## src/rtl/tcce_pkg.sv

```systemverilog
// Shared types, constants and helpers for the text console cursor engine.
`timescale 1ns / 1ps

package tcce_pkg;

  // Glyph cell geometry and tab stop spacing
  localparam int GLYPH_WIDTH  = 8;
  localparam int GLYPH_HEIGHT = 16;
  localparam int TAB_CELLS    = 4;

  // Configuration register indexes and reset values
  localparam int CFG_IDX_W = 2;
  localparam logic [CFG_IDX_W-1:0] CFG_SCREEN_WIDTH  = CFG_IDX_W'(0);
  localparam logic [CFG_IDX_W-1:0] CFG_SCREEN_HEIGHT = CFG_IDX_W'(1);
  localparam int SCREEN_WIDTH_RST  = 640;
  localparam int SCREEN_HEIGHT_RST = 480;
  localparam int SCR_W = 13;

  // Operation, result kind and character codes
  localparam logic OP_PUT  = 1'b0;
  localparam logic OP_MOVE = 1'b1;
  localparam logic KIND_DRAW   = 1'b0;
  localparam logic KIND_SCROLL = 1'b1;
  localparam logic [7:0] CH_LF    = 8'h0a;
  localparam logic [7:0] CH_CR    = 8'h0d;
  localparam logic [7:0] CH_TAB   = 8'h09;
  localparam logic [7:0] CH_SPACE = 8'h20;
  localparam logic [7:0] CH_TILDE = 8'h7e;

  // Spaces left in one tab run: 1 .. TAB_CELLS
  localparam int CNT_W = $clog2(TAB_CELLS + 1);
  typedef logic [CNT_W-1:0] cnt_t;

  // Signed wrap / scroll limit: screen size minus glyph size
  localparam int LIM_W = SCR_W + 1;
  typedef logic signed [LIM_W-1:0] lim_t;
  localparam lim_t WLIM_RST = lim_t'(SCREEN_WIDTH_RST - GLYPH_WIDTH);
  localparam lim_t HLIM_RST = lim_t'(SCREEN_HEIGHT_RST - GLYPH_HEIGHT);

  typedef enum logic [1:0] {
    ST_IDLE,
    ST_ADV,
    ST_NEWL,
    ST_FLUSH
  } seq_state_t;

  typedef struct packed {
    logic [SCR_W-1:0] screen_width;
    logic [SCR_W-1:0] screen_height;
    lim_t             wlim;
    lim_t             hlim;
  } cfg_t;

  typedef struct packed {
    logic        kind;
    logic [15:0] pos_x;
    logic [15:0] pos_y;
    logic [7:0]  glyph_code;
    logic [31:0] glyph_color;
  } res_t;

  typedef struct packed {
    logic [15:0] a;
    logic [15:0] k;
    lim_t        lim;
  } alu_req_t;

  typedef struct packed {
    logic [15:0] sum;
    logic        ge;
  } alu_rsp_t;

  function automatic logic is_printable(input logic [7:0] code);
    return (code >= CH_SPACE) && (code <= CH_TILDE);
  endfunction

endpackage

```

## src/rtl/tcce_ifs.sv

```systemverilog
// Valid/ready channel interfaces: input items, result items and register writes.
`timescale 1ns / 1ps

interface tcce_in_if;
  logic        valid;
  logic        ready;
  logic        operation;
  logic [7:0]  char_code;
  logic [31:0] color;
  logic [15:0] new_x;
  logic [15:0] new_y;

  modport source (output valid, operation, char_code, color, new_x, new_y, input ready);
  modport sink   (input valid, operation, char_code, color, new_x, new_y, output ready);
endinterface

interface tcce_out_if;
  logic        valid;
  logic        ready;
  logic        kind;
  logic [15:0] pos_x;
  logic [15:0] pos_y;
  logic [7:0]  glyph_code;
  logic [31:0] glyph_color;
  logic        last;

  modport source (output valid, kind, pos_x, pos_y, glyph_code, glyph_color, last,
                  input ready);
  modport sink   (input valid, kind, pos_x, pos_y, glyph_code, glyph_color, last,
                  output ready);
endinterface

interface tcce_cfg_if;
  logic        valid;
  logic        ready;
  logic [1:0]  index;
  logic [12:0] data;

  modport source (output valid, index, data, input ready);
  modport sink   (input valid, index, data, output ready);
endinterface

```

## src/rtl/text_console_cursor_engine_unit.sv

```systemverilog
// Top level of the text console cursor engine: screen registers and sequencer.
`timescale 1ns / 1ps

//  channel  dir  handshake        item contents
//  -------  ---  ---------------  ---------------------------------------------
//  in_ch    in   valid / ready    operation, char_code, color, new_x, new_y
//  out_ch   out  valid / ready    kind, pos_x, pos_y, glyph_code, glyph_color, last
//  cfg_ch   in   valid / ready    index (0 width, 1 height), data
//
//  An item is taken and then, while out_ch does not stall, worked on one step a
//  cycle: a glyph step (draw, advance, wrap test) or a row step (new line,
//  scroll test), both on the one shared add-and-compare unit. Characters and
//  tabs run glyph steps (a row step on a wrap), a newline a row step, then a
//  flush step; a move or carriage return needs none. in_ch is not ready meanwhile.
//  Each result sits in a pending register until it is known whether another
//  follows, so last is exact. Any out_ch stall holds the sequencer.
//  rst_n (synchronous) clears the cursor to 0,0 and sets 640 x 480.

module text_console_cursor_engine_unit import tcce_pkg::*; (
  input  logic  clk,
  input  logic  rst_n,
  tcce_in_if.sink    in_ch,
  tcce_out_if.source out_ch,
  tcce_cfg_if.sink   cfg_ch
);

  logic [SCR_W-1:0] sw_r;
  logic [SCR_W-1:0] sh_r;
  lim_t             wlim_r;
  lim_t             hlim_r;
  cfg_t             cfg;
  res_t             res;

  // register writes are always taken
  assign cfg_ch.ready = 1'b1;

  // Limits kept precomputed so each step needs only one add and compare.
  // Small screens give a negative limit, which always trips the test.
  always_ff @(posedge clk) begin
    if (!rst_n) begin
      sw_r   <= SCR_W'(SCREEN_WIDTH_RST);
      sh_r   <= SCR_W'(SCREEN_HEIGHT_RST);
      wlim_r <= WLIM_RST;
      hlim_r <= HLIM_RST;
    end else if (cfg_ch.valid) begin
      case (cfg_ch.index)
        CFG_SCREEN_WIDTH: begin
          sw_r   <= cfg_ch.data;
          wlim_r <= $signed({1'b0, cfg_ch.data}) - lim_t'(GLYPH_WIDTH);
        end
        CFG_SCREEN_HEIGHT: begin
          sh_r   <= cfg_ch.data;
          hlim_r <= $signed({1'b0, cfg_ch.data}) - lim_t'(GLYPH_HEIGHT);
        end
        default: begin
          // writes beyond the register list are dropped
        end
      endcase
    end
  end

  assign cfg.screen_width  = sw_r;
  assign cfg.screen_height = sh_r;
  assign cfg.wlim          = wlim_r;
  assign cfg.hlim          = hlim_r;

  tcce_seq u_seq (
    .clk          (clk),
    .rst_n        (rst_n),
    .cfg          (cfg),
    .in_valid     (in_ch.valid),
    .in_ready     (in_ch.ready),
    .in_operation (in_ch.operation),
    .in_char_code (in_ch.char_code),
    .in_color     (in_ch.color),
    .in_new_x     (in_ch.new_x),
    .in_new_y     (in_ch.new_y),
    .out_valid    (out_ch.valid),
    .out_ready    (out_ch.ready),
    .out_res      (res),
    .out_last     (out_ch.last)
  );

  assign out_ch.kind        = res.kind;
  assign out_ch.pos_x       = res.pos_x;
  assign out_ch.pos_y       = res.pos_y;
  assign out_ch.glyph_code  = res.glyph_code;
  assign out_ch.glyph_color = res.glyph_color;

endmodule

```

## src/rtl/tcce_alu.sv

```systemverilog
// Shared add-and-compare unit: cursor coordinate step plus signed limit test.
`timescale 1ns / 1ps

module tcce_alu import tcce_pkg::*; (
  input  alu_req_t req,
  output alu_rsp_t rsp
);

  logic [15:0]        sum;
  logic signed [17:0] sum_ext;
  logic signed [17:0] lim_ext;

  assign sum     = req.a + req.k;
  assign sum_ext = $signed({2'b00, sum});
  assign lim_ext = 18'(req.lim);

  assign rsp.sum = sum;
  assign rsp.ge  = (sum_ext >= lim_ext);

endmodule

```

## src/rtl/tcce_seq.sv

```systemverilog
// Cursor sequencer: decodes items, steps the shared unit, holds pending and output results.
`timescale 1ns / 1ps

module tcce_seq import tcce_pkg::*; (
  input  logic        clk,
  input  logic        rst_n,
  input  cfg_t        cfg,
  // input item
  input  logic        in_valid,
  output logic        in_ready,
  input  logic        in_operation,
  input  logic [7:0]  in_char_code,
  input  logic [31:0] in_color,
  input  logic [15:0] in_new_x,
  input  logic [15:0] in_new_y,
  // result item
  output logic        out_valid,
  input  logic        out_ready,
  output res_t        out_res,
  output logic        out_last
);

  seq_state_t  state_r, state_nxt;
  logic [15:0] col_r, col_nxt;
  logic [15:0] row_r, row_nxt;
  cnt_t        cnt_r, cnt_nxt;
  logic [7:0]  code_r, code_nxt;
  logic [31:0] color_r, color_nxt;
  logic        pend_v_r, pend_v_nxt;
  res_t        pend_r, pend_nxt;
  logic        out_v_r, out_v_nxt;
  res_t        out_r, out_nxt;
  logic        out_last_r, out_last_nxt;

  logic        adv_ok;
  logic        emit;
  res_t        new_res;
  alu_req_t    alu_req;
  alu_rsp_t    alu_rsp;

  tcce_alu u_alu (
    .req (alu_req),
    .rsp (alu_rsp)
  );

  assign in_ready  = (state_r == ST_IDLE);
  assign out_valid = out_v_r;
  assign out_res   = out_r;
  assign out_last  = out_last_r;

  // a step may run only if the output slot is free after this edge
  assign adv_ok = !out_v_r || out_ready;

  always_ff @(posedge clk) begin
    if (!rst_n) begin
      state_r  <= ST_IDLE;
      col_r    <= '0;
      row_r    <= '0;
      pend_v_r <= 1'b0;
      out_v_r  <= 1'b0;
    end else begin
      state_r  <= state_nxt;
      col_r    <= col_nxt;
      row_r    <= row_nxt;
      pend_v_r <= pend_v_nxt;
      out_v_r  <= out_v_nxt;
    end
  end

  always_ff @(posedge clk) begin
    cnt_r      <= cnt_nxt;
    code_r     <= code_nxt;
    color_r    <= color_nxt;
    pend_r     <= pend_nxt;
    out_r      <= out_nxt;
    out_last_r <= out_last_nxt;
  end

  always_comb begin
    state_nxt    = state_r;
    col_nxt      = col_r;
    row_nxt      = row_r;
    cnt_nxt      = cnt_r;
    code_nxt     = code_r;
    color_nxt    = color_r;
    pend_v_nxt   = pend_v_r;
    pend_nxt     = pend_r;
    out_v_nxt    = out_v_r && !out_ready;
    out_nxt      = out_r;
    out_last_nxt = out_last_r;
    emit         = 1'b0;
    new_res      = '0;
    alu_req.a    = col_r;
    alu_req.k    = 16'(GLYPH_WIDTH);
    alu_req.lim  = cfg.wlim;

    case (state_r)
      ST_IDLE: begin
        if (in_valid) begin
          if (in_operation == OP_MOVE) begin
            if (in_new_x < {3'b000, cfg.screen_width}) begin
              col_nxt = in_new_x;
            end
            if (in_new_y < {3'b000, cfg.screen_height}) begin
              row_nxt = in_new_y;
            end
          end else begin
            color_nxt = in_color;
            code_nxt  = in_char_code;
            case (in_char_code)
              CH_LF: begin
                cnt_nxt   = '0;
                state_nxt = ST_NEWL;
              end
              CH_CR: begin
                col_nxt = '0;
              end
              CH_TAB: begin
                code_nxt  = CH_SPACE;
                cnt_nxt   = CNT_W'(TAB_CELLS) - CNT_W'((col_r / GLYPH_WIDTH) % TAB_CELLS);
                state_nxt = ST_ADV;
              end
              default: begin
                cnt_nxt   = CNT_W'(1);
                state_nxt = ST_ADV;
              end
            endcase
          end
        end
      end

      ST_ADV: begin
        // draw at the cursor if printable, step the column, test against the wrap limit
        if (adv_ok) begin
          if (is_printable(code_r)) begin
            emit                = 1'b1;
            new_res.kind        = KIND_DRAW;
            new_res.pos_x       = col_r;
            new_res.pos_y       = row_r;
            new_res.glyph_code  = code_r;
            new_res.glyph_color = color_r;
          end
          cnt_nxt = cnt_r - CNT_W'(1);
          if (alu_rsp.ge) begin
            col_nxt   = '0;
            state_nxt = ST_NEWL;
          end else begin
            col_nxt   = alu_rsp.sum;
            state_nxt = (cnt_r == CNT_W'(1)) ? ST_FLUSH : ST_ADV;
          end
        end
      end

      ST_NEWL: begin
        // next row; on reaching the bottom limit scroll and keep the row
        alu_req.a   = row_r;
        alu_req.k   = 16'(GLYPH_HEIGHT);
        alu_req.lim = cfg.hlim;
        if (adv_ok) begin
          col_nxt = '0;
          if (alu_rsp.ge) begin
            emit         = 1'b1;
            new_res.kind = KIND_SCROLL;
          end else begin
            row_nxt = alu_rsp.sum;
          end
          state_nxt = (cnt_r != '0) ? ST_ADV : ST_FLUSH;
        end
      end

      ST_FLUSH: begin
        if (adv_ok) begin
          if (pend_v_r) begin
            out_nxt      = pend_r;
            out_last_nxt = 1'b1;
            out_v_nxt    = 1'b1;
            pend_v_nxt   = 1'b0;
          end
          state_nxt = ST_IDLE;
        end
      end

      default: begin
        state_nxt = ST_IDLE;
      end
    endcase

    // a new result pushes the pending one out, which cannot be the last
    if (emit) begin
      if (pend_v_r) begin
        out_nxt      = pend_r;
        out_last_nxt = 1'b0;
        out_v_nxt    = 1'b1;
      end
      pend_nxt   = new_res;
      pend_v_nxt = 1'b1;
    end
  end

endmodule

```

## src/flat_wrapper.sv

```systemverilog
// flat-port wrapper written by rule: the top's interface ports become plain ports
module text_console_cursor_engine_unit_flat import tcce_pkg::*;
  (clk, rst_n, in_ch_valid, in_ch_operation, in_ch_char_code, in_ch_color, in_ch_new_x, in_ch_new_y, in_ch_ready, out_ch_valid, out_ch_kind, out_ch_pos_x, out_ch_pos_y, out_ch_glyph_code, out_ch_glyph_color, out_ch_last, out_ch_ready, cfg_ch_valid, cfg_ch_index, cfg_ch_data, cfg_ch_ready);
  tcce_in_if in_ch_i ();
  tcce_out_if out_ch_i ();
  tcce_cfg_if cfg_ch_i ();
  input  logic clk;
  input  logic rst_n;
  input wire logic [$bits(in_ch_i.valid)-1:0] in_ch_valid;
  input wire logic [$bits(in_ch_i.operation)-1:0] in_ch_operation;
  input wire logic [$bits(in_ch_i.char_code)-1:0] in_ch_char_code;
  input wire logic [$bits(in_ch_i.color)-1:0] in_ch_color;
  input wire logic [$bits(in_ch_i.new_x)-1:0] in_ch_new_x;
  input wire logic [$bits(in_ch_i.new_y)-1:0] in_ch_new_y;
  output wire logic [$bits(in_ch_i.ready)-1:0] in_ch_ready;
  output wire logic [$bits(out_ch_i.valid)-1:0] out_ch_valid;
  output wire logic [$bits(out_ch_i.kind)-1:0] out_ch_kind;
  output wire logic [$bits(out_ch_i.pos_x)-1:0] out_ch_pos_x;
  output wire logic [$bits(out_ch_i.pos_y)-1:0] out_ch_pos_y;
  output wire logic [$bits(out_ch_i.glyph_code)-1:0] out_ch_glyph_code;
  output wire logic [$bits(out_ch_i.glyph_color)-1:0] out_ch_glyph_color;
  output wire logic [$bits(out_ch_i.last)-1:0] out_ch_last;
  input wire logic [$bits(out_ch_i.ready)-1:0] out_ch_ready;
  input wire logic [$bits(cfg_ch_i.valid)-1:0] cfg_ch_valid;
  input wire logic [$bits(cfg_ch_i.index)-1:0] cfg_ch_index;
  input wire logic [$bits(cfg_ch_i.data)-1:0] cfg_ch_data;
  output wire logic [$bits(cfg_ch_i.ready)-1:0] cfg_ch_ready;
  assign in_ch_i.valid = in_ch_valid;
  assign in_ch_i.operation = in_ch_operation;
  assign in_ch_i.char_code = in_ch_char_code;
  assign in_ch_i.color = in_ch_color;
  assign in_ch_i.new_x = in_ch_new_x;
  assign in_ch_i.new_y = in_ch_new_y;
  assign in_ch_ready = in_ch_i.ready;
  assign out_ch_valid = out_ch_i.valid;
  assign out_ch_kind = out_ch_i.kind;
  assign out_ch_pos_x = out_ch_i.pos_x;
  assign out_ch_pos_y = out_ch_i.pos_y;
  assign out_ch_glyph_code = out_ch_i.glyph_code;
  assign out_ch_glyph_color = out_ch_i.glyph_color;
  assign out_ch_last = out_ch_i.last;
  assign out_ch_i.ready = out_ch_ready;
  assign cfg_ch_i.valid = cfg_ch_valid;
  assign cfg_ch_i.index = cfg_ch_index;
  assign cfg_ch_i.data = cfg_ch_data;
  assign cfg_ch_ready = cfg_ch_i.ready;
  text_console_cursor_engine_unit u_core (.clk(clk), .rst_n(rst_n), .in_ch(in_ch_i), .out_ch(out_ch_i), .cfg_ch(cfg_ch_i));
endmodule
```

## config.mk

```make
export PLATFORM = sky130hd
export DESIGN_NAME = text_console_cursor_engine_unit_flat
export DESIGN_NICKNAME = d
export VERILOG_FILES = /design/src/rtl/tcce_pkg.sv /design/src/rtl/tcce_ifs.sv /design/src/rtl/text_console_cursor_engine_unit.sv /design/src/rtl/tcce_alu.sv /design/src/rtl/tcce_seq.sv /design/src/flat_wrapper.sv
export SDC_FILE = /design/constraint.sdc
export NUM_CORES = 1
export LEC_CHECK = 0
export BUFFER_PORTS_ARGS = -buffer_cell sky130_fd_sc_hd__buf_2
export CORE_ASPECT_RATIO = 1.5
export CORE_UTILIZATION = 55
export DETAILED_ROUTE_END_ITERATION = 10
export GPL_TIMING_DRIVEN = 0
export PLACE_DENSITY = 0.76
export SLEW_MARGIN = 0
export SYNTH_ARGS = -nofsm -noshare
export SYNTH_HDL_FRONTEND = slang
export SYNTH_HIERARCHICAL = 1
export SYNTH_SLANG_ARGS = --single-unit
```

## constraint.sdc

```tcl
create_clock -name clk -period 18.7 [get_ports clk]
set_input_delay 0.935 -clock clk [delete_from_list [all_inputs] [get_ports clk]]
set_output_delay 0.935 -clock clk [all_outputs]
set_load 0.02 [all_outputs]
```

After elaboration in Yosys (flattened, before gate mapping)
Index checks and enable logic that the tools add are counted.

Flip-flop bits (word level): 280. Bits in latches: 0. RAM bits: 0. Memory bits (read-only): 0. Input bits: 93. Output and inout port bits: 77. Logic and storage cells: 129. Memories kept: 0.

Add/sub/neg operators: 5. $mul: 0. Div/mod/pow operators: 0. Magnitude comparators: 5. Equal/unequal tests: 19. Shift operators: 0. Mux-type cells: 54. Bitwise operators: 1. Reduce and logical (&&, ||, !) cells: 22.

Operators with widths (number): 73-bit 2-to-1 mux (5); 16-bit 2-to-1 mux (12); 16-bit one-hot mux with 3 select lines (1); 46-bit 2-to-1 mux (1); 16-bit by 13-bit < comparator with 1-bit output (2); 16-bit one-hot mux with 2 select lines (1); 8-bit by 4-bit equality test with 1-bit output (second input constant) (3); 6-bit AND reduction (3); 17-bit by 14-bit >= comparator with 1-bit output (1); 1-bit 2-to-1 mux (17); 16-bit adder (1); 2-bit 2-to-1 mux (8); 2-bit != test (second input constant) (8); 13-bit by 4-bit subtractor with 14-bit output (second input constant) (1); 13-bit by 5-bit subtractor with 14-bit output (second input constant) (1); 3-bit 2-to-1 mux (3); 3-bit one-hot mux with 3 select lines (1); 8-bit by 6-bit >= comparator with 1-bit output (second input constant) (1); 8-bit by 7-bit <= comparator with 1-bit output (second input constant) (1); 2-bit one-hot mux with 4 select lines (1); 2-bit nonzero test (4); 3-bit by 2-bit != test with 1-bit output (second input constant) (2); 3-bit one-hot mux with 2 select lines (1); 2-bit AND reduction (3); 16 further kinds (24).

Longest topological paths before layout
Gate-level depths: netlist (run 1).

Word-level depth: 9. Gate-level depth with buffers: 25. Depth with buffers taken out: 21.

Cells and area by module
The synthesis (run 1) kept the hierarchy.

Modules (own cells, without submodules): tcce_seq (instances 1, cells each 792, area each 10476.3 um^2, seq. area each 6426.2 um^2); text_console_cursor_engine_unit (instances 1, cells each 233, area each 1936.9 um^2, seq. area each 940.9 um^2); tcce_alu (instances 1, cells each 164, area each 1257.5 um^2, seq. area each 0.0 um^2).

Worst setup path after synthesis (run 1)
No wires, ideal clock.

Path type: reg-to-reg. Start: register u_core.u_seq.state_r[0]. End: register with a tool-made name. Setup time: 428 ps. Data arrival time: 8414 ps. Required time: 18272 ps. Slack: 9858 ps. Cell stages (with the launch flop): 25. Path buffers: 5. Clock period less this slack: 8842 ps. Cells stage by stage: dfxtp_1 > inv_1 > ha_1 > buf_2 > buf_1 > clkbuf_1 > mux2_2 > ha_1 > and3_1 > and2_1 > a31o_1 > o21a_1 > a211oi_1 > ha_1 > nand2_1 > nor2_1 > a221oi_1 > o211ai_1 > mux2i_1 > and3_1 > o21a_1 > a21oi_1 > buf_2 > buf_2 > inv_1.

RTL lines: start, declared (RTL line tcce_seq.sv:23) `seq_state_t state_r, state_nxt;`; start signal, assigned (RTL line tcce_seq.sv:62) `state_r <= state_nxt;`.

==> flow_metrics.py, run 1 <==
metrics = {
    "setup_path": {
        "crit_chain": "inv_1, ha_1, buf_2, buf_1, clkbuf_1, mux2_2, ha_1, o21ai_0, nand2b_1, a31o_1, o21a_1, a211oi_1, ha_1, nand2_1, nor2_1, a221oi_1, o211ai_1, mux2i_1, and3_1, o21a_4, a21oi_1, buf_2, buf_2, inv_4",
        "path_buf_inv": 7,
        "cp_slowest_stage_delay_ns": 0.71,
        "reg2reg_from": "u_core/u_seq/state_r[0]",
        "crit_type": "reg -> reg",
        "worstPathArrival_ns": 8.31,
        "reg2reg_slack_ns": 10.55,
        "worstPathRequired_ns": 18.86,
        "crit_family": "buffers and inverters",
        "start_kind": "flip-flop",
        "endpoint_kind": "flip-flop",
        "reg2reg_depth": 24,
        "crit_fanout": 74,
        "critPathSlowestCell": "inv_4",
    },
    "floorplan": {
        "die_h_um": 195,
        "core_area_um2": 24400,
        "io_pins": 170,
        "dieArea_um2": 25500,
        "start_util_pct": 55.9,
        "fp.dieW_um": 131,
        "num_rows": 70,
    },
    "logic_synthesis": {
        "ys_ff_latch": 273,
        "yosysUniqueCellTypes": 87,
        "yosysTopAreaCell": "edfxtp_1",
        "avgSynthCellArea_um2": 11.5,
        "synthArstFlopShare_pct": 0,
        "synth_edf_count": 190,
        "yosysTopAreaCellShare_pct": 41.7,
        "syn_area_um2": 13700,
        "ys.flop_type": "edfxtp_1",
        "synthTopCellsByArea": "edfxtp_1 (42%), dfxtp_1 (12%), mux2i_1 (6.7%), ha_1 (6.2%), and2_1 (3.4%)",
        "ys_warn_count": 6,
        "synthCells": 1189,
        "ys_seq_area_share_pct": 53.9,
    },
    "final_layout": {
        "final_nets": 1562,
        "drive_above_1_share_pct": 21.2,
        "multi_input_area_um2": 5790,
        "synthToLayoutAreaGrowth_pct": 15.9,
        "fin_util_pct": 64.9,
        "finalNonFillerCells": 1744,
        "num-fill-cells": 1871,
        "seqCellArea_um2": 7370,
        "final_cell_area_um2": 15900,
    },
    "sta": {
        "drv_slew": 0,
        "hold_viol": 0,
        "fin_crit_ns": 8.15,
        "max_freq_mhz": 123,
        "fin_crit_sh_pct": 43.6,
        "fin_skew_ns": 0.0186,
        "rsz0062_at_grt": "false",
        "final.setup.tns_ns": 0,
        "setup_viol": 0,
        "tightest_slew_ns": 0.972,
        "max-slew-margin-rel_pct": 35.2,
    },
    "power": {
        "p_total_uw": 1450,
        "p_leak_uw": 0.00628,
        "vdd_ir_drop_max_uv": 65.0,
        "power_density_nw_per_um2": 91.5,
    },
    "drt": {
        "ant_nets": 0,
        "wire_per_inst_um": 18.1,
        "drtIter0Drc": 419,
        "drtPass1Iterations": 5,
        "drc": 0,
        "vias": 9596,
        "avgViaCountPerCell": 5.50,
        "wl_mm": 31.6,
    },
    "clock_network": {
        "clkSinkCount": 273,
        "h-tree-depth": 1,
        "cts_root_buffer": "clkbuf_16",
        "cts_hold_buf": 0,
        "cts_buffers": 25,
        "post_cts_resized": 0,
        "clk_latency_ns": 0.53,
        "cts_setup_buffers": 0,
        "clkSlewWorstSetupHoldPaths_ns": 0.07,
        "cts_buffer_depth": 3,
        "cts_tree": "yes",
    },
    "grt": {
        "first_global_vias": 9703,
        "antenna_found_initial": 4,
        "grt.overflow.total": 0,
        "track_usage_pct": 25.0,
        "grt_pass1_wl_mm": 49.2,
        "grt_max_degree": 75,
    },
    "min_path": {
        "min_path_type": "reg -> reg",
        "hp-start": "u_core/wlim_r[13]",
        "min_path_cells": 2,
        "hold_end": "u_core/wlim_r[13]",
    },
    "placed_design": {
        "post_dp_cell_area_um2": 15000,
        "port_buffers": 167,
        "dp_hpwl_mm": 24.4,
        "placedCellCount": 1697,
        "place_congestion": 0.926,
    },
    "status": {
        "status": "finished clean",
    },
    "job": {
        "drv_cap": 0,
    },
}
-- cells by family (layout without fill, tap and decap cells) --
group	after synthesis	count (layout)	synth area share, %
adder cells (fa/ha/maj)	69	69	6.37
other	2	19	0.0549
buffers and inverters	131	345	4.26
flip-flops	273	273	53.9
XOR/XNOR	18	18	1.15
multiplexers	119	119	8.97
AND/OR/NAND/NOR	379	379	14.7
AO/OA/AOI/OAI	198	198	10.6
-- cells in the final DEF (no fill, tap or decap), types with 10 or more instances in the layout --
master | netlist | routed
dfxtp_1 | 83 | 83
clkbuf_16 | 0 | 25
a221oi_1 | 10 | 10
a21oi_1 | 51 | 51
inv_1 | 59 | 58
nand3_1 | 10 | 10
xnor2_1 | 10 | 10
edfxtp_1 | 190 | 190
o211ai_1 | 15 | 15
mux2i_1 | 91 | 91
a31oi_1 | 10 | 10
clkbuf_1 | 46 | 51
ha_1 | 68 | 68
conb_1 | 2 | 17
o211a_1 | 16 | 16
mux2_2 | 28 | 28
buf_2 | 11 | 178
nor3b_2 | 10 | 10
nor2_1 | 103 | 102
o21ai_0 | 29 | 29
nand2_1 | 99 | 99
and2_1 | 75 | 75
-- power breakdown --
group / leakage [uW] / switching, uW / internal (uW)
Combinational: 0.00334 / 151 / 100
Sequential: 0.00254 / 15.4 / 675
Clock: 0.000395 / 215 / 292
Total: 0.00628 / 382 / 1070
-- layer usage --
layer	vias up	wire length, um	global-route usage [%]
met5	-	18	0
met4	4	1570	12.7
met3	89	1590	3.73
met2	273	16700	46.5
met1	4521	11800	26.7
li1	4709	-	-
-- worst max-delay path by stage --
stage                                  startpoint        end  slack (ns)  cells past startpoint
final                     u_core/u_seq/state_r[0]  flip-flop       10.55                     24
after global routing      u_core/u_seq/state_r[0]  flip-flop       10.13                     24
after CTS                 u_core/u_seq/state_r[0]  flip-flop       10.61                     24
after detailed placement  u_core/u_seq/state_r[0]  flip-flop       10.62                     24
after global placement    u_core/u_seq/state_r[0]  flip-flop        6.59                     24
after floorplan           u_core/u_seq/state_r[0]  flip-flop        9.86                     24
-- cell type report --
type / count / share of cell area [%]
repair buffers: 169 / 5.57
plain buffers: 70 / 2.23
inverters: 61 / 1.46
well taps: 324 / 2.56
multi-input cells: 800 / 36.5
diodes: 2 / 0.0316
clock buffers: 31 / 4.15
clock inverters: 14 / 0.971
flip-flops and latches: 273 / 46.5
-- worst min-delay path: cells and delay by family, from the launching register on --
kind / cells / cell delay (ns)
DFF: 1 / 0.31
and+or+nand+nor: 1 / 0.05
AOI/OAI and AO/OA: 1 / 0.05
-- Yosys cell counts, types with 11 or more instances --
cell	count
a21oi_1	51
and2_1	75
buf_2	11
clkbuf_1	46
dfxtp_1	83
edfxtp_1	190
ha_1	68
inv_1	59
mux2_2	28
mux2i_1	91
nand2_1	99
nor2_1	103
o211a_1	16
o211ai_1	15
o21ai_0	29
-- metrics by stage --
| step | setup WS, ns | hold slack (ns) |
|---|---|---|
| floorplan | 9.86 | 0.428 |
| global placement | 6.59 | 0.437 |
| detailed placement | 10.62 | 0.444 |
| CTS | 10.61 | 0.451 |
| global route | 10.13 | 0.484 |
| finish | 10.55 | 0.452 |
(Power assumes the default switching activity.)
==> run 2: changes to the inputs <==
--- a/config.mk
+++ b/config.mk
@@ -5,12 +5,13 @@
 export SDC_FILE = /design/constraint.sdc
 export NUM_CORES = 1
 export LEC_CHECK = 0
+export ABC_AREA = 1
 export BUFFER_PORTS_ARGS = -buffer_cell sky130_fd_sc_hd__buf_2
 export CORE_ASPECT_RATIO = 1.5
-export CORE_UTILIZATION = 55
+export CORE_UTILIZATION = 53
 export DETAILED_ROUTE_END_ITERATION = 10
 export GPL_TIMING_DRIVEN = 0
-export PLACE_DENSITY = 0.76
+export PLACE_DENSITY = 0.77
 export SLEW_MARGIN = 0
 export SYNTH_ARGS = -nofsm -noshare
 export SYNTH_HDL_FRONTEND = slang
==> constraint.sdc (replaced) <==
create_clock -name clk -period 7.2 [get_ports clk]
set_input_delay 0.36 -clock clk [delete_from_list [all_inputs] [get_ports clk]]
set_output_delay 0.36 -clock clk [all_outputs]
set_load 0.02 [all_outputs]
==> run 2 against run 1 <==
  * Synthesized area is 3.2% higher
  * Largest cell class unchanged
  * Combinational power grew to 8.0 times the previous value
  * Critical path depth grew 4
  * Clock skew fell by 0.0095 ns
==> flow_metrics.py, run 2 <==
metrics = {
    "logic_synthesis": {
        "yosysTopAreaCell": "edfxtp_1",
        "synth-simple-area-share_pct": 21.8,
        "synthTopCellsByArea": "edfxtp_1 (40%), nand2_1 (12%), dfxtp_1 (12%), ha_1 (6.0%), nor2_1 (5.2%)",
        "synth_mux_area_share_pct": 0,
        "yosysUniqueCellTypes": 48,
        "avgSynthCellArea_um2": 8.67,
        "synth_compound_area_share_pct": 11.2,
        "synthArstFlopShare_pct": 0,
        "ys_ff_latch": 273,
        "synthXorXnorAreaFrac_pct": 0.621,
        "ys_seq_area_share_pct": 52.2,
        "synthAdderAreaFrac_pct": 6.17,
        "yosysTopAreaCellShare_pct": 40.4,
        "ys_warn_count": 6,
        "synth_edf_count": 190,
        "synthCells": 1628,
        "ys.flop_type": "edfxtp_1",
        "synth_top_family_by_area": "simple AND/OR/NAND/NOR gates",
        "synth.most_common_cell": "nand2_1",
        "synth.top_cells.by_count": "nand2_1 (455), nor2_1 (195), edfxtp_1 (190)",
        "syn_area_um2": 14100,
    },
    "placed_design": {
        "dp_hpwl_mm": 29.1,
        "place_congestion": 1.00,
        "port_buffers": 168,
    },
    "grt": {
        "grt.overflow.total": 0,
        "antenna_found_initial": 0,
        "grt_max_degree": 76,
        "track_usage_pct": 27.8,
        "grt_pass1_wl_mm": 58.5,
        "first_global_vias": 11600,
    },
    "sta": {
        "final.setup.tns_ns": 0,
        "rsz0062_at_grt": "false",
        "setup_viol": 0,
        "hold_ws_ns": 0.0160,
        "fin_skew_ns": 0.00910,
        "hold_viol": 0,
        "drv_slew": 0,
        "fin_crit_sh_pct": 94.2,
        "fin_crit_ns": 6.78,
        "max_freq_mhz": 148,
        "max-slew-margin-rel_pct": 58.7,
        "tightest_slew_ns": 0.619,
    },
    "setup_path": {
        "cp_slowest_stage_delay_ns": 0.44,
        "endpoint_kind": "flip-flop",
        "crit_type": "reg -> reg",
        "reg2reg_slack_ns": 0.42,
        "path_buf_inv": 7,
        "worstPathRequired_ns": 7.36,
        "start_kind": "flip-flop",
        "worstPathArrival_ns": 6.93,
        "critPathSlowestCell": "clkbuf_1",
        "crit_top_cell": "nand2_1",
        "crit_fanout": 75,
        "crit_family": "buffers and inverters",
    },
    "drt": {
        "ant_nets": 0,
        "wire_per_inst_um": 17.2,
        "wl_mm": 37.7,
        "drtPass1Iterations": 5,
        "avgViaCountPerCell": 5.28,
        "drtIter0Drc": 874,
        "drc": 0,
        "vias": 11600,
    },
    "final_layout": {
        "final_nets": 2001,
        "fin_util_pct": 63.0,
        "layout_commonest_cell": "nand2_1",
        "synthToLayoutAreaGrowth_pct": 15.8,
        "diodes": 0,
        "layout_common_cells": "nand2_1 (455), nor2_1 (194), edfxtp_1 (190)",
        "drive_above_1_share_pct": 17.9,
    },
    "floorplan": {
        "fp.dieW_um": 135,
        "dieArea_um2": 27300,
        "die_h_um": 202,
        "num_rows": 72,
        "io_pins": 170,
        "core_area_um2": 25900,
        "start_util_pct": 54.4,
    },
    "clock_network": {
        "cts_buffer_depth": 3,
        "clkSinkCount": 273,
        "clk_latency_ns": 0.52,
        "cts_root_buffer": "clkbuf_16",
        "cts_setup_buffers": 0,
        "cts_tree": "yes",
        "clkSlewWorstSetupHoldPaths_ns": 0.06,
        "cts_buffers": 25,
        "h-tree-depth": 1,
    },
    "status": {
        "status": "finished clean",
    },
    "min_path": {
        "min_path_type": "in -> reg",
    },
    "power": {
        "vdd_ir_drop_max_uv": 274,
        "power_density_nw_per_um2": 338,
        "p_leak_uw": 0.00723,
    },
    "job": {
        "drv_cap": 0,
    },
}
## run 2: layout make-up
class | instances | area [um2]
fillers | 2217 | 9600
flip-flops and latches | 273 | 7370
multi-input cells | 1098 | 5690
repair buffers | 169 | 868
inverters | 196 | 751
clock buffers | 32 | 704
well taps | 333 | 417
plain buffers | 76 | 394
clock inverters | 13 | 154
## run 2: worst paths after layout
path	start	endpoint	cells past startpoint
setup reg to reg	u_core/u_seq/state_r[0]	flip-flop	28
hold / removal	in_ch_color[12]	u_core/u_seq/color_r[12]	1
setup / recovery	u_core/u_seq/state_r[0]	flip-flop	28
hold reg to reg	u_core/hlim_r[13]	u_core/hlim_r[13]	2
## run 2: repair_timing
| action | 4_1_cts | 5_1_grt |
|---|---|---|
| hold buffers | 0 | 0 |
| cloned | 0 | 0 |
| setup endpoints to repair | 29 | 74 |
| gates resized for setup | 1 | 6 |
| hold endpoints to repair | 0 | 0 |
## run 2: metal layers
layer | global-route usage [%] | share of wire [%]
met1 | 27.8 | 34
met2 | 52.4 | 53
met3 | 3.34 | 5.5
met4 | 19.3 | 7.5
met5 | 0 | 0
## run 2: cells by family (layout without fill, tap and decap cells)
group	Yosys count	in the layout
buffers and inverters	272	486
XOR/XNOR	10	10
AO/OA/AOI/OAI	247	247
adder cells (fa/ha/maj)	69	69
AND/OR/NAND/NOR	755	755
flip-flops	273	273
other	2	17
## run 2: power breakdown
group          internal [uW]  switching, uW
Combinational            593           1420
Clock                    803            576
Sequential              2010            116
## run 2: stage by stage
stage	setup WS [ns]	cells	total power (uW)	instance area, um2
final	0.421	2190	5520	16300
after global routing	0.0606	2190	5830	16300
after detailed placement	0.0556	2145	4110	15500
after floorplan	0.552	1643	3520	14200
after CTS	0.185	2190	5490	16300
after global placement	-1.80	2144	4050	15400
==> run 3: changes to the inputs <==
--- a/config.mk
+++ b/config.mk
@@ -7,7 +7,7 @@
 export LEC_CHECK = 0
 export ABC_AREA = 1
 export BUFFER_PORTS_ARGS = -buffer_cell sky130_fd_sc_hd__buf_2
-export CORE_ASPECT_RATIO = 1.5
+export CORE_ASPECT_RATIO = 0.5
 export CORE_UTILIZATION = 53
 export DETAILED_ROUTE_END_ITERATION = 10
 export GPL_TIMING_DRIVEN = 0
==> run 3 against run 2 <==
  * Clock power grew 5%
  * Die area is essentially flat
  * Count of clock-buffer cells in the layout shrank 2
  * Sequential cell count is the same
==> flow_metrics.py, run 3 (synthesized netlist as in run 2, its figures left out) <==
metrics = {
    "power": {
        "p_leak_uw": 0.00736,
        "p_total_uw": 5620,
        "vdd_ir_drop_max_uv": 226,
        "seqPwrFrac_pct": 38.0,
        "combPwrFrac_pct": 36.2,
        "p_int_uw": 3470,
        "p_switching_uw": 2150,
        "power_density_nw_per_um2": 337,
        "pwr-share-clk_pct": 25.8,
        "swShare_pct": 38.2,
    },
    "final_layout": {
        "synthToLayoutAreaGrowth_pct": 18.1,
        "diodes": 0,
        "layout_common_cells": "nand2_1 (455), nor2_1 (194), edfxtp_1 (190)",
        "finalNonFillerCells": 2229,
        "layout_commonest_cell": "nand2_1",
        "num-fill-cells": 2112,
        "seqCellArea_um2": 7370,
        "final_cell_area_um2": 16700,
        "final_nets": 2029,
        "drive_above_1_share_pct": 17.7,
        "multi_input_area_um2": 5680,
    },
    "setup_path": {
        "crit_family": "buffers and inverters",
        "reg2reg_depth": 30,
        "worstPathArrival_ns": 6.77,
        "critPathSlowestCell": "xor2_1",
        "endpoint_kind": "flip-flop",
        "cp_slowest_stage_delay_ns": 0.42,
        "path_buf_inv": 8,
        "crit_type": "reg -> reg",
        "worstPathRequired_ns": 7.47,
        "crit_top_cell": "nand2_1",
        "start_kind": "flip-flop",
        "cp.depth": 30,
        "crit_fanout": 75,
    },
    "grt": {
        "antenna_found_initial": 0,
        "track_usage_pct": 27.4,
        "first_global_vias": 11100,
        "grt_pass1_wl_mm": 58.7,
        "grt_max_degree": 76,
        "grt.overflow.total": 0,
    },
    "drt": {
        "wl_mm": 37.8,
        "ant_nets": 0,
        "drc": 0,
        "wire_per_inst_um": 17.0,
        "drtPass1Iterations": 5,
        "vias": 11700,
        "avgViaCountPerCell": 5.26,
        "drtIter0Drc": 1125,
    },
    "floorplan": {
        "dieArea_um2": 27300,
        "die_h_um": 117,
        "core_area_um2": 25600,
        "start_util_pct": 55.0,
        "fp.dieW_um": 233,
        "num_rows": 41,
        "io_pins": 170,
    },
    "clock_network": {
        "cts_buffers": 24,
        "clkSinkCount": 273,
        "clk_latency_ns": 0.55,
        "cts_setup_buffers": 0,
        "cts_root_buffer": "clkbuf_16",
        "cts_tree": "yes",
        "clkSlewWorstSetupHoldPaths_ns": 0.07,
        "h-tree-depth": 1,
        "cts_buffer_depth": 3,
    },
    "sta": {
        "drv_slew": 0,
        "max_freq_mhz": 154,
        "setup_viol": 0,
        "layout_setup_ws_ns": 0.703,
        "hold_viol": 0,
        "fin_crit_ns": 6.50,
        "final.setup.tns_ns": 0,
        "tightest_slew_ns": 0.700,
        "rsz0062_at_grt": "false",
        "max-slew-margin-rel_pct": 53.0,
        "fin_crit_sh_pct": 90.2,
        "fin_skew_ns": 0.0253,
    },
    "placed_design": {
        "place_congestion": 0.974,
        "placedCellCount": 2157,
        "port_buffers": 168,
        "dp_hpwl_mm": 27.2,
        "dp_slack_ns": 0.314,
        "post_dp_cell_area_um2": 15500,
    },
    "job": {
        "drv_cap": 0,
    },
    "min_path": {
        "min_path_type": "in -> reg",
        "min_path_cells": 1,
    },
    "status": {
        "status": "finished clean",
    },
}
## run 3: cell types whose count changed in the layout (fill, tap and decap cells not counted), moves of 2 or more
cell           change
clkinv_4           -2
inv_8              -2
clkinv_8           +2
dlygate4sd3_1     +28
clkbuf_16          -3
bufinv_16          +3
## run 3: path summary, 6_finish.rpt
check	from	to	slack, ns
setup / recovery	u_core/u_seq/state_r[0]	flip-flop	0.70
hold / removal	in_ch_color[12]	u_core/u_seq/color_r[12]	0.02
setup reg to reg	u_core/u_seq/state_r[0]	flip-flop	0.70
hold reg to reg	u_core/sh_r[4]	u_core/sh_r[4]	0.47
## run 3: power by group through the flow
stage	Combinational (uW)	Clock, uW	Sequential (uW)
global route	2240	1530	2160
CTS	1980	1470	2130
finish	2030	1450	2140
global placement	1900	0	2170
detailed placement	1950	0	2170
floorplan	1270	0	2250
## run 3: timing repair
action	4_1_cts	5_1_grt
hold buffers	28	0
endpoints found under the hold margin	28	0
setup endpoints to repair	0	74
gates resized for setup	0	6
## run 3: cell type report
type / instances / share of cell area (%)
Timing Repair Buffer: 198 / 7.01
Multi-Input combinational cell: 1098 / 34.1
Buffer: 76 / 2.37
Tap cell: 344 / 2.58
Inverter: 196 / 4.50
Clock inverter: 14 / 1.40
Sequential cell: 273 / 44.2
Clock buffer: 30 / 3.86
## run 3: through the flow
step           utilization [%]  hold slack [ns]
3_3_place_gp              60.2            0.446
3_5_place_dp              60.4            0.448
4_1_cts                   65.0          0.00123
2_1_floorplan                -            0.434
6_report                  65.0           0.0239
5_1_grt                   65.0          0.00364
## run 3: metal layers
metal  share of wire [%]  global-route usage, %  up-vias  routed length (um)
met1                  43                   36.7     5419               16100
li1                    -                      -     5773                   -
met5                   0                      0        -                   0
met3                 7.7                   5.03       56                2910
met4                 2.9                   8.01        0                1080
met2                  47                   45.4      475               17700
